$ cat src/design/aaid_pkg.sv
`default_nettype none
package aaid_pkg;

    localparam int MAX_SRC_DIM = 4096;
    localparam int MAX_DST_W   = 64;
    localparam int MAX_DST_H   = 32;

    localparam int SUM_W   = 40;
    localparam int CNT_W   = 24;
    localparam int ACC_W   = 3 * SUM_W + CNT_W;
    localparam int COL_W   = 6;
    localparam int SHORT_W = 20;
    localparam int DIV_CNT_W = 6;

    // divider operand selection
    localparam logic [1:0] OP_COL = 2'd0;
    localparam logic [1:0] OP_ROW = 2'd1;
    localparam logic [1:0] OP_SUM = 2'd2;

    // colour channels
    localparam logic [1:0] CH_RED   = 2'd0;
    localparam logic [1:0] CH_GREEN = 2'd1;
    localparam logic [1:0] CH_BLUE  = 2'd2;

    // configuration register indexes
    localparam logic [1:0] REG_SRC_W = 2'd0;
    localparam logic [1:0] REG_SRC_H = 2'd1;
    localparam logic [1:0] REG_DST_W = 2'd2;
    localparam logic [1:0] REG_DST_H = 2'd3;

    typedef struct packed {
        logic       take;
        logic       div_start;
        logic [1:0] div_op;
        logic       col_ld;
        logic       row_ld;
        logic       acc;
        logic       rt_start;
        logic       avg_ld;
        logic       out_ld;
        logic [1:0] chan;
    } t_cmd;

    typedef struct packed {
        logic cfg_ok;
        logic emit;
        logic div_done;
        logic rt_done;
        logic out_free;
    } t_status;

endpackage
`default_nettype wire

$ cat src/design/aaid_ctrl.sv
`default_nettype none
module aaid_ctrl (
    input  wire logic              i_clk,
    input  wire logic              i_rst_n,
    input  wire logic              i_in_valid,
    output logic                   o_in_ready,
    input  wire aaid_pkg::t_status i_status,
    output aaid_pkg::t_cmd         o_cmd
);
    import aaid_pkg::*;

    localparam logic [3:0] S_IDLE     = 4'd0;
    localparam logic [3:0] S_COL_GO   = 4'd1;
    localparam logic [3:0] S_COL_WAIT = 4'd2;
    localparam logic [3:0] S_ROW_GO   = 4'd3;
    localparam logic [3:0] S_ROW_WAIT = 4'd4;
    localparam logic [3:0] S_ACC      = 4'd5;
    localparam logic [3:0] S_Q_GO     = 4'd6;
    localparam logic [3:0] S_Q_WAIT   = 4'd7;
    localparam logic [3:0] S_RT_GO    = 4'd8;
    localparam logic [3:0] S_RT_WAIT  = 4'd9;
    localparam logic [3:0] S_OUT      = 4'd10;

    logic [3:0] r_state, n_state;
    logic [1:0] r_chan, n_chan;

    always_comb begin
        n_state    = r_state;
        n_chan     = r_chan;
        o_cmd      = '0;
        o_cmd.chan = r_chan;
        o_in_ready = (r_state == S_IDLE);
        unique case (r_state)
            S_IDLE: begin
                o_cmd.take = i_in_valid;
                if (i_in_valid && i_status.cfg_ok) begin
                    n_state = S_COL_GO;
                end
            end
            S_COL_GO: begin
                o_cmd.div_start = 1'b1;
                o_cmd.div_op    = OP_COL;
                n_state         = S_COL_WAIT;
            end
            S_COL_WAIT: begin
                if (i_status.div_done) begin
                    o_cmd.col_ld = 1'b1;
                    n_state      = S_ROW_GO;
                end
            end
            S_ROW_GO: begin
                o_cmd.div_start = 1'b1;
                o_cmd.div_op    = OP_ROW;
                n_state         = S_ROW_WAIT;
            end
            S_ROW_WAIT: begin
                if (i_status.div_done) begin
                    o_cmd.row_ld = 1'b1;
                    n_state      = S_ACC;
                end
            end
            S_ACC: begin
                o_cmd.acc = 1'b1;
                if (i_status.emit) begin
                    n_chan  = CH_RED;
                    n_state = S_Q_GO;
                end else begin
                    n_state = S_IDLE;
                end
            end
            S_Q_GO: begin
                o_cmd.div_start = 1'b1;
                o_cmd.div_op    = OP_SUM;
                n_state         = S_Q_WAIT;
            end
            S_Q_WAIT: begin
                if (i_status.div_done) begin
                    n_state = S_RT_GO;
                end
            end
            S_RT_GO: begin
                o_cmd.rt_start = 1'b1;
                n_state        = S_RT_WAIT;
            end
            S_RT_WAIT: begin
                if (i_status.rt_done) begin
                    o_cmd.avg_ld = 1'b1;
                    if (r_chan == CH_BLUE) begin
                        n_state = S_OUT;
                    end else begin
                        n_chan  = r_chan + 2'd1;
                        n_state = S_Q_GO;
                    end
                end
            end
            S_OUT: begin
                if (i_status.out_free) begin
                    o_cmd.out_ld = 1'b1;
                    n_state      = S_IDLE;
                end
            end
            default: begin
                n_state = S_IDLE;
            end
        endcase
    end

    always_ff @(posedge i_clk) begin
        if (!i_rst_n) begin
            r_state <= S_IDLE;
            r_chan  <= CH_RED;
        end else begin
            r_state <= n_state;
            r_chan  <= n_chan;
        end
    end
endmodule
`default_nettype wire

$ cat config.mk
export PLATFORM = sky130hd
export DESIGN_NAME = aaid_ctrl
export DESIGN_NICKNAME = d
export VERILOG_FILES = /design/src/design/aaid_pkg.sv /design/src/design/aaid_ctrl.sv
export SDC_FILE = /design/constraint.sdc
export NUM_CORES = 1
export LEC_CHECK = 0
export ABC_AREA = 1
export BUFFER_PORTS_ARGS = -buffer_cell sky130_fd_sc_hd__buf_2
export CAP_MARGIN = 15
export CORE_AREA = 5 5 43 53
export CTS_BUF_LIST = sky130_fd_sc_hd__clkbuf_2 sky130_fd_sc_hd__clkbuf_4 sky130_fd_sc_hd__clkbuf_8
export DETAILED_ROUTE_END_ITERATION = 8
export DIE_AREA = 0 0 48 58
export SETUP_SLACK_MARGIN = 0.02
export SYNTH_ARGS = -nofsm -noshare
export SYNTH_HDL_FRONTEND = slang
export SYNTH_SLANG_ARGS = --single-unit
$ cat constraint.sdc
create_clock -name i_clk -period 1.6 [get_ports i_clk]
set_input_delay 0.16 -clock i_clk [delete_from_list [all_inputs] [get_ports i_clk]]
set_output_delay 0.16 -clock i_clk [all_outputs]
set_load 0.005 [all_outputs]
======== Yosys cells after proc, flatten, opt, wreduce, memory -nomap -nowiden ========
Index checks and enable logic that the tools add are counted.
W data, S select, Z words.
cells by class
  add/sub/neg operators ................... 1
  equal/unequal tests ..................... 19
  mux-type cells .......................... 24
  reduce and logical (&&, ||, !) cells .... 5
operators by type and width
  cell                   count
  $pmux W4 S11           1
  $mux W4                7
  $eq A4 B3 Y1 const B   4
  $ne A2 B2 Y1 const B   7
  $eq A4 B4 Y1 const B   3
  $mux W1                10
  $pmux W3 S3            1
  $eq A4 B2 Y1 const B   2
  $mux W2                3
  $reduce_and A6 Y1      1
  $eq A4 B1 Y1 const B   1
  $logic_not A4 Y1       1
  $pmux W2 S2            1
  $reduce_and A4 Y1      1
  $mux W3                1
  $add A2 B1 Y2 const B  1
  $eq A2 B2 Y1 const B   1
  $ne A2 B1 Y1 const B   1
  $reduce_bool A2 Y1     1
  $logic_and A1 B1 Y1    1
word-level totals
  bits in registers ....................... 6
  bits of input ports ..................... 8
  output and inout port bits .............. 13
  word-level logic and storage cells ...... 51

======== Longest topological paths before layout ========
Gate-level depths: netlist (run 1).
  word-level depth ........................ 4
  mapped depth ............................ 8
  gate-level depth less buffers ........... 8

======== Worst setup path before layout (run 1) ========
No wires, ideal clock.
  path type ............................... reg-to-reg
  start point ............................. reg r_chan[0]
  end point ............................... reg r_chan[0]
  library setup time ...................... 0.115 ns
  arrival time ............................ 1.071 ns
  data required time ...................... 1.485 ns
  slack ................................... 0.414 ns
  cell stages (with the launch flop) ...... 8
  path buffers ............................ 0
  clock period less this slack ............ 1.186 ns
  cells stage by stage .................... dfxtp_1 > inv_1 > ha_1 > nand3b_1 > nand2_2 > nand2_1 > o21ai_2 > nor2_1
on the way
  longest elaborated chain between the ends .. 4
  elaborated cells between the ends (all ways) .. 7
  those cells by class .................... add/sub: 1; eq/ne: 2; mux: 3; reduce/logical: 1
RTL lines
  what                      RTL line          RTL
  start: declaration        aaid_ctrl.sv:25   logic [1:0] r_chan, n_chan;
  start signal: assignment  aaid_ctrl.sv:114  r_chan <= n_chan;
  $add A2 B1 Y2             aaid_ctrl.sv:91   n_chan = r_chan + 2'd1;
  $mux W2                   aaid_ctrl.sv:88   if (r_chan == CH_BLUE) begin
  $mux W2                   aaid_ctrl.sv:86   if (i_status.rt_done) begin
  $pmux W2 S2               aaid_ctrl.sv:33   unique case (r_state)
Parallel ways exist; a longest one is shown, timed or not. The select of a mux whose other input is x is not followed.
A chain may end at the register's enable or synchronous reset.

==> results of run 1 <==
-- power breakdown --
part | switching [mW] | internal [mW]
combinational | 0.420 | 0.255
sequential | 0.0759 | 0.190
clock | 0.0515 | 0.0847
total | 0.547 | 0.530
-- stage by stage --
| stage | power, mW | instance area (um2) |
|---|---|---|
| 2_1_floorplan | 0.763 | 569 |
| 3_3_place_gp | 0.944 | 693 |
| 3_5_place_dp | 0.950 | 693 |
| 4_1_cts | 1.09 | 716 |
| 5_1_grt | 1.22 | 721 |
| 6_report | 1.08 | 721 |
-- final timing paths --
check | from | endpoint | slack (ns) | depth (start not counted)
setup / recovery | r_state[2] | o_cmd[6] | 0.13 | 5
setup reg to reg | r_state[0] | r_chan[0] | 0.24 | 7
hold / removal | i_rst_n | r_chan[0] | 0.18 | 3
hold reg to reg | r_chan[1] | r_chan[1] | 0.49 | 2
-- state kept, by name (all words and copies together) (netlist names) --
name	cells
r_state	4
r_chan	2
-- area by class of cell --
| class | instances | share of cell area |
|---|---|---|
| inverter | 18 | 0.0938 |
| clock buffer | 3 | 0.0313 |
| multi-input combinational | 67 | 0.536 |
| tap | 19 | 0.0330 |
| sequential | 6 | 0.167 |
| timing repair buffer | 20 | 0.139 |
-- timing repair --
item,4_1_cts,5_1_grt
resized for setup,0,1
endpoints found under the setup margin,0,1
setup buffers,0,0
hold buffers,0,0
-- routing by layer --
metal,share of wire,vias to the layer above,wire (um),track usage
met3,0.066,2,87,0.0311
met4,0.0045,0,6,0.0692
met1,0.45,259,590,0.126
met2,0.48,15,642,0.189
met5,0,-,0,0
li1,-,330,-,-
-- cell usage after synthesis, drive strengths merged --
cell    count  area share
a21oi       6       0.053
dfxtp       6        0.21
ha          1       0.022
inv        18        0.12
nand2      23        0.18
nand3      12        0.13
nand3b      2       0.026
nor2       18        0.18
nor3b       1       0.033
o21ai       4       0.042
-- layout by cell type, fill, tap and decap left out, drive strengths merged --
cell type	n
nand2	23
buf	20
inv	18
nor2	18
nand3	12
a21oi	6
dfxtp	6
o21ai	4
clkbuf	3
nand3b	2
nor3b	1
ha	1
-- cell families after synthesis --
logic type / after synthesis / share of synthesized area
and+or+nand+nor: 56 / 0.554
buffers and inverters: 18 / 0.119
AOI/OAI and AO/OA: 10 / 0.0945
DFF: 6 / 0.211
adders and majority gates: 1 / 0.0220
-- worst reg2reg max path, cell delays in order, from the launching register on --
cell and delay (ns):
dfxtp_1 0.46, inv_2 0.09, nor2_4 0.16, nand3_1 0.15, nand2_2 0.14, nand2_1 0.09, o21ai_2 0.11, nor2_1 0.04
==> flow_summary.json, run 1 <==
{
  "tritoncts": "yes",
  "final_util": 0.413,
  "maxCapViolCount": 0,
  "yosys_warnings": 0,
  "hold_viol_final": 0,
  "worst_clock_skew_ns": 0.00162,
  "setup_viol": 0,
  "dp.cells": 130,
  "timing.fmax_ghz": 0.680,
  "min_period_over_period": 0.919,
  "syn_area_per_cell_um2": 6.26,
  "cp.required_ns": 1.44,
  "critical-path-top-delay-family": "flip-flops",
  "rows": 17,
  "drtPass1Iterations": 4,
  "fillers": 207,
  "clockBufferDepth": 2,
  "syn_to_final_growth_pct": 26.6,
  "grt_antenna_before_repair": 0,
  "cpPeakStageDelay_ns": 0.45,
  "holdWs_ns": 0.184,
  "end_kind": "output port",
  "synthDistinctLibCells": 17,
  "p_per_area_nw_per_um2": 1490,
  "regArea_um2": 120,
  "h-tree-depth": 1,
  "cts_made_buffers": 3,
  "synth_nets": 100,
  "cts_root_buffer": "clkbuf_4",
  "rsz0062_at_grt": "true",
  "worst_pin_slew_ns": 0.315,
  "crit_chain": "inv_1 -> nor2_2 -> nand2_1 -> nor2_1 -> buf_2",
  "preCtsSetupSlack_ns": 0.241,
  "setup_tns_ns": 0,
  "initialDrtViolationCount": 5,
  "antenna_cells": 0,
  "io_pins": 21,
  "fin_cells": 133,
  "dieArea_um2": 2780,
  "drcViolationCount": 0,
  "maxSlewHeadroom": 0.789,
  "hp-class": "in2reg",
  "grt_max_degree": 8,
  "routed_wl_um": 1330,
  "grt_pass1_vias": 617,
  "ys_seq_area_frac": 0.211,
  "peakVddDrop_mv": 0.543,
  "die_h_um": 58,
  "nNetsFinal": 125,
  "critPathBufInv": 2,
  "grt_usage": 0.116,
  "syn_area_um2": 569,
  "drtAntennaViolNets": 0,
  "cp_max_fo": 6,
  "critPathKind": "reg2out",
  "drive_gt1_frac": 0.360,
  "cp-start-kind": "flip-flop",
  "place_hpwl_um": 1150,
  "vias": 606,
  "drv_slew": 0,
  "io_buffer_count": 20,
  "initial_utilization": 0.326,
  "die_x_um": 48,
  "worst_slack_ns": 0.129,
  "multiInputGateArea_um2": 387,
  "routabilityCongestion": 0.828,
  "wl_per_cell_um": 9.96,
  "grt_pass1_wl_um": 2390,
  "viasPerCell": 4.56,
  "cts_sinks": 6,
  "cpMaxStageDelayCell": "dfxtp_1",
  "clk_pin_slew_worst_paths_ns": 0.05,
  "period_minus_slack_ns": 1.47,
  "leakage_nw": 0.430,
  "synth-seq-cells": 6,
  "clkLatencyLatePin_ns": 0.24,
  "core_um2": 1740,
  "crit_arrival_ns": 1.31,
  "syn-instance-count": 91,
  "grt_remaining_overflow": 0,
  "status": "finished clean"
}
No activity file was read; power rests on OpenSTA's default activity.
==> inputs of run 2 (changes only) <==
--- a/config.mk
+++ b/config.mk
@@ -8,10 +8,12 @@
 export ABC_AREA = 1
 export BUFFER_PORTS_ARGS = -buffer_cell sky130_fd_sc_hd__buf_2
 export CAP_MARGIN = 15
-export CORE_AREA = 5 5 43 53
+export CORE_AREA = 5 5 42 44
 export CTS_BUF_LIST = sky130_fd_sc_hd__clkbuf_2 sky130_fd_sc_hd__clkbuf_4 sky130_fd_sc_hd__clkbuf_8
 export DETAILED_ROUTE_END_ITERATION = 8
-export DIE_AREA = 0 0 48 58
+export DIE_AREA = 0 0 47 49
+export MAX_ROUTING_LAYER = met4
+export PLACE_DENSITY = 0.71
 export SETUP_SLACK_MARGIN = 0.02
 export SYNTH_ARGS = -nofsm -noshare
 export SYNTH_HDL_FRONTEND = slang
==> run 2 against run 1 <==
Via count increased by 4.6%. Fmax fell by 0.48%. Die area fell by 17%. Sequential share of layout area grew 0.21 points. Sequential power hardly changed. Critical endpoint is now o_cmd[3]. Combinational power hardly changed. Largest cell class unchanged. Clock skew barely moved.
==> flow_summary.json, run 2 (synthesized netlist as in run 1, its figures left out) <==
{
  "status": "finished clean",
  "final_common_cell": "buf_2",
  "total_power_mw": 1.08,
  "setup_tns_ns": 0,
  "postCtsSetupBuffers": 0,
  "cp_max_fo": 6,
  "cts_root_buffer": "clkbuf_4",
  "hold_viol_final": 0,
  "grt_remaining_overflow": 0,
  "initialDrtViolationCount": 10,
  "clkLatencyLatePin_ns": 0.24,
  "critPathKind": "reg2out",
  "syn_to_final_growth_pct": 25.1,
  "maxSlewHeadroom": 0.792,
  "clk_pin_slew_worst_paths_ns": 0.05,
  "layout_common_cells": "buf_2 (20), nand2_1 (19), inv_1 (16)",
  "dieArea_um2": 2300,
  "peakVddDrop_mv": 1.02,
  "setup_viol": 0,
  "crit_arrival_ns": 1.32,
  "vias": 634,
  "io_buffer_count": 20,
  "grt_antenna_before_repair": 0,
  "crit_chain": "inv_1 -> nor2_2 -> nor3b_4 -> buf_2",
  "cpPeakStageDelay_ns": 0.37,
  "rsz0062_at_grt": "false",
  "maxCapViolCount": 0,
  "p_per_area_nw_per_um2": 1520,
  "end_kind": "output port",
  "drtAntennaViolNets": 0,
  "io_pins": 21,
  "nNetsFinal": 125,
  "fillers": 165,
  "preCtsSetupSlack_ns": 0.262,
  "cts_made_buffers": 3,
  "grt_pass1_vias": 539,
  "drv_slew": 0,
  "worst_pin_slew_ns": 0.312,
  "postCtsResizedCells": 0,
  "hold_buffers": 0,
  "antenna_cells": 0,
  "drive_gt1_frac": 0.360,
  "cp-start-kind": "flip-flop",
  "tritoncts": "yes",
  "leakage_nw": 0.430,
  "routabilityCongestion": 0.847,
  "critPathBufInv": 2,
  "drtPass1Iterations": 4,
  "grt_pass1_wl_um": 2190,
  "cpMaxStageDelayCell": "dfxtp_1",
  "cp.required_ns": 1.44,
  "critical-path-top-delay-family": "simple AND/OR/NAND/NOR gates",
  "h-tree-depth": 1,
  "period_minus_slack_ns": 1.48,
  "drcViolationCount": 0,
  "largest_register_ffs": 4,
  "grt_max_degree": 8,
  "wl_per_cell_um": 9.88,
  "timing.fmax_ghz": 0.677,
  "grt_usage": 0.129,
  "min_period_over_period": 0.924,
  "die_x_um": 47,
  "hp-class": "in2reg",
  "largestRegisters": "r_state (4), r_chan (2)",
  "clockBufferDepth": 2,
  "routed_wl_um": 1280,
  "initial_utilization": 0.406,
  "core_um2": 1400,
  "rows": 14,
  "viasPerCell": 4.88,
  "place_hpwl_um": 1100,
  "regMostFlops": "r_state",
  "die_h_um": 49,
  "worst_slack_ns": 0.122,
  "worst_clock_skew_ns": 0.00190,
  "holdWs_ns": 0.180,
  "cts_sinks": 6
}
==> run 2: where the power goes <==
part / switching (mW) / leakage (nW) / total (mW) / internal (mW)
Combinational: 0.422 / 0.367 / 0.677 / 0.255
Sequential: 0.0755 / 0.0491 / 0.265 / 0.190
Clock: 0.0527 / 0.0138 / 0.137 / 0.0847
==> run 2: layout make-up <==
class                   count  area (um2)  share of cell area
inverters                  18        67.6              0.0949
multi-input cells          67         382               0.536
clock buffers               3        22.5              0.0316
flip-flops and latches      6         120               0.169
well taps                  16        20.0              0.0281
repair buffers             20         100               0.141
==> run 2: worst reg2reg max path, stage by stage (launching register included) <==
cell	delay, ns
dfxtp_1	0.47
inv_2	0.09
nor2_4	0.17
nand3_1	0.14
nand2_2	0.14
nand2_1	0.09
o21ai_2	0.11
nor2_1	0.04
==> run 2: worst paths after layout <==
check                            endpoint  slack (ns)  cells after the start       start
worst min register to register  r_chan[1]        0.48                      2   r_chan[1]
worst max register to register  r_chan[0]        0.24                      7  r_state[0]
worst min-delay path            r_chan[0]        0.18                      3     i_rst_n
worst max-delay path             o_cmd[3]        0.12                      4  r_state[3]
==> run 2: per-layer routing <==
metal	up-vias	routed length, um	global-route usage
li1	332	-	-
met1	286	570	0.159
met2	14	640	0.201
met3	2	67	0.0111
met4	0	6	0.0691
met5	-	0	-
==> run 2: metrics by stage <==
stage | util | instance area [um2] | cells
after floorplan | - | 569 | 91
after CTS | 0.508 | 712 | 130
after detailed placement | 0.492 | 689 | 127
after global placement | 0.492 | 689 | 127
final | 0.508 | 712 | 130
after global routing | 0.508 | 712 | 130
==> inputs of run 3 (changes only) <==
--- a/config.mk
+++ b/config.mk
@@ -8,12 +8,14 @@
 export ABC_AREA = 1
 export BUFFER_PORTS_ARGS = -buffer_cell sky130_fd_sc_hd__buf_2
 export CAP_MARGIN = 15
-export CORE_AREA = 5 5 42 44
+export CELL_PAD_IN_SITES_DETAIL_PLACEMENT = 0
+export CELL_PAD_IN_SITES_GLOBAL_PLACEMENT = 1
+export CORE_AREA = 5 5 44 54
 export CTS_BUF_LIST = sky130_fd_sc_hd__clkbuf_2 sky130_fd_sc_hd__clkbuf_4 sky130_fd_sc_hd__clkbuf_8
 export DETAILED_ROUTE_END_ITERATION = 8
-export DIE_AREA = 0 0 47 49
+export DIE_AREA = 0 0 49 59
 export MAX_ROUTING_LAYER = met4
-export PLACE_DENSITY = 0.71
+export PLACE_DENSITY_LB_ADDON = 0.1
 export SETUP_SLACK_MARGIN = 0.02
 export SYNTH_ARGS = -nofsm -noshare
 export SYNTH_HDL_FRONTEND = slang
==> run 3 against run 2 <==
Register-to-register slack about the same. Wire length up 10%. Largest power group unchanged. Largest cell class unchanged. Combinational power up 3%. Via count down 4.9%. Setup slack better by 0.019 ns. Global-route usage down 0.89 points. Core utilization down 10 points. Flip-flop and latch count unchanged. Sequential power about the same. Final cell count up 3.1%. Worst hold slack about the same. Design area up 2.5%.
==> flow_summary.json, run 3 (synthesized netlist as in run 1, its figures left out) <==
{
  "end_kind": "output port",
  "final_common_cell": "buf_2",
  "drcViolationCount": 0,
  "grt_pass1_wl_um": 2660,
  "total_power_mw": 1.10,
  "crit_start": "r_state[3]",
  "vias": 603,
  "regMostFlops": "r_state",
  "clk_pin_slew_worst_paths_ns": 0.05,
  "tritoncts": "yes",
  "postCtsSetupBuffers": 0,
  "routed_wl_um": 1420,
  "syn_to_final_growth_pct": 28.1,
  "io_buffer_count": 20,
  "cts_made_buffers": 3,
  "place_hpwl_um": 1230,
  "power_frac_comb": 0.631,
  "routabilityCongestion": 0.747,
  "hp-class": "in2reg",
  "p_per_area_nw_per_um2": 1510,
  "clkLatencyLatePin_ns": 0.24,
  "drtPass1Iterations": 2,
  "nNetsFinal": 126,
  "grt_max_degree": 8,
  "grt_antenna_before_repair": 0,
  "cellInternalPower_mw": 0.548,
  "grt_usage": 0.121,
  "cts_sinks": 6,
  "grt_pass1_vias": 630,
  "min_period_over_period": 0.912,
  "status": "finished clean",
  "layout_common_cells": "buf_2 (20), nand2_1 (19), inv_1 (16)",
  "clockPowerShare": 0.125,
  "hold_buffers": 0,
  "crit_arrival_ns": 1.30,
  "maxCapViolCount": 0,
  "largestRegisters": "r_state (4), r_chan (2)",
  "cts_root_buffer": "clkbuf_4",
  "netSwitchingFraction": 0.502,
  "die_x_um": 49,
  "largest_register_ffs": 4,
  "timing.fmax_ghz": 0.685,
  "leakage_nw": 0.435,
  "hold_viol_final": 0,
  "rsz0062_at_grt": "true",
  "peakVddDrop_mv": 0.812,
  "rows": 17,
  "period_minus_slack_ns": 1.46,
  "cp.required_ns": 1.44,
  "r2r-start": "r_state[0]",
  "viasPerCell": 4.50,
  "clockBufferDepth": 2,
  "dieArea_um2": 2890,
  "drive_gt1_frac": 0.374,
  "drv_slew": 0,
  "final_util": 0.408,
  "h-tree-depth": 1,
  "initial_utilization": 0.319,
  "grt_remaining_overflow": 0,
  "die_h_um": 59,
  "initialDrtViolationCount": 2,
  "antenna_cells": 0,
  "fillers": 219,
  "critPathKind": "reg2out",
  "seq_power_share": 0.244,
  "maxSlewHeadroom": 0.825,
  "cp_max_fo": 6,
  "wl_per_cell_um": 10.6,
  "worst_clock_skew_ns": 0.00566,
  "setup_tns_ns": 0,
  "cp-start-kind": "flip-flop",
  "io_pins": 21,
  "setup_viol": 0,
  "p_sw_mw": 0.553,
  "core_um2": 1790,
  "worst_pin_slew_ns": 0.263,
  "drtAntennaViolNets": 0,
  "hold_start": "i_rst_n"
}
-- run 3: cell types whose count changed in the layout (fill, tap and decap cells not counted) --
| cell | delta |
|---|---|
| dfxtp_2 | +1 |
| nor2_2 | -1 |
| buf_4 | +1 |
| dfxtp_1 | -1 |
| nor2_4 | +1 |
-- run 3: path summary, 6_finish.rpt --
check	endpoint	slack, ns	cells past startpoint
max	o_cmd[3]	0.14	4
min	r_chan[0]	0.18	3
max reg2reg	r_chan[0]	0.25	7
min reg2reg	r_chan[1]	0.50	2
-- run 3: area by class of cell --
class	instances	area, um2	area share
timing repair buffer	21	108	0.148
sequential	6	121	0.166
clock buffer	3	22.5	0.0309
tap	19	23.8	0.0326
multi-input combinational	67	387	0.530
inverter	18	67.6	0.0926
-- run 3: repair_timing --
| item | CTS | global route |
|---|---|---|
| setup endpoints to repair | 0 | 3 |
| resized for setup | 0 | 2 |
| hold endpoints to repair | 0 | 0 |
-- run 3: through the flow --
step / setup slack (ns) / hold slack [ns] / cells / instance area [um2]
2_1_floorplan: 0.414 / 0.268 / 91 / 569
3_5_place_dp: 0.227 / 0.437 / 131 / 701
3_3_place_gp: 0.199 / 0.440 / 131 / 701
6_report: 0.141 / 0.180 / 134 / 729
5_1_grt: 0.0169 / 0.176 / 134 / 729
4_1_cts: 0.0413 / 0.175 / 134 / 723
-- run 3: critical path, cell delays in order, from the launching register on --
cell and delay, ns:
dfxtp_1 0.38, inv_1 0.10, nor2_4 0.17, nor3b_4 0.26
buf_2 0.15
-- run 3: routing by layer --
layer / vias to the layer above / wire length [um] / GRT usage
met5: - / 0 / -
met4: 0 / 14 / 0.0692
met3: 2 / 74 / 0.0252
met2: 12 / 728 / 0.215
met1: 254 / 597 / 0.122
li1: 335 / - / -
-- run 3: power groups by stage --
| stage | combinational (mW) | sequential [mW] | clock (mW) |
|---|---|---|---|
| floorplan | 0.512 | 0.251 | 0 |
| global placement | 0.721 | 0.264 | 0 |
| detailed placement | 0.708 | 0.265 | 0 |
| CTS | 0.711 | 0.262 | 0.146 |
| global route | 0.820 | 0.279 | 0.162 |
| finish | 0.695 | 0.268 | 0.138 |
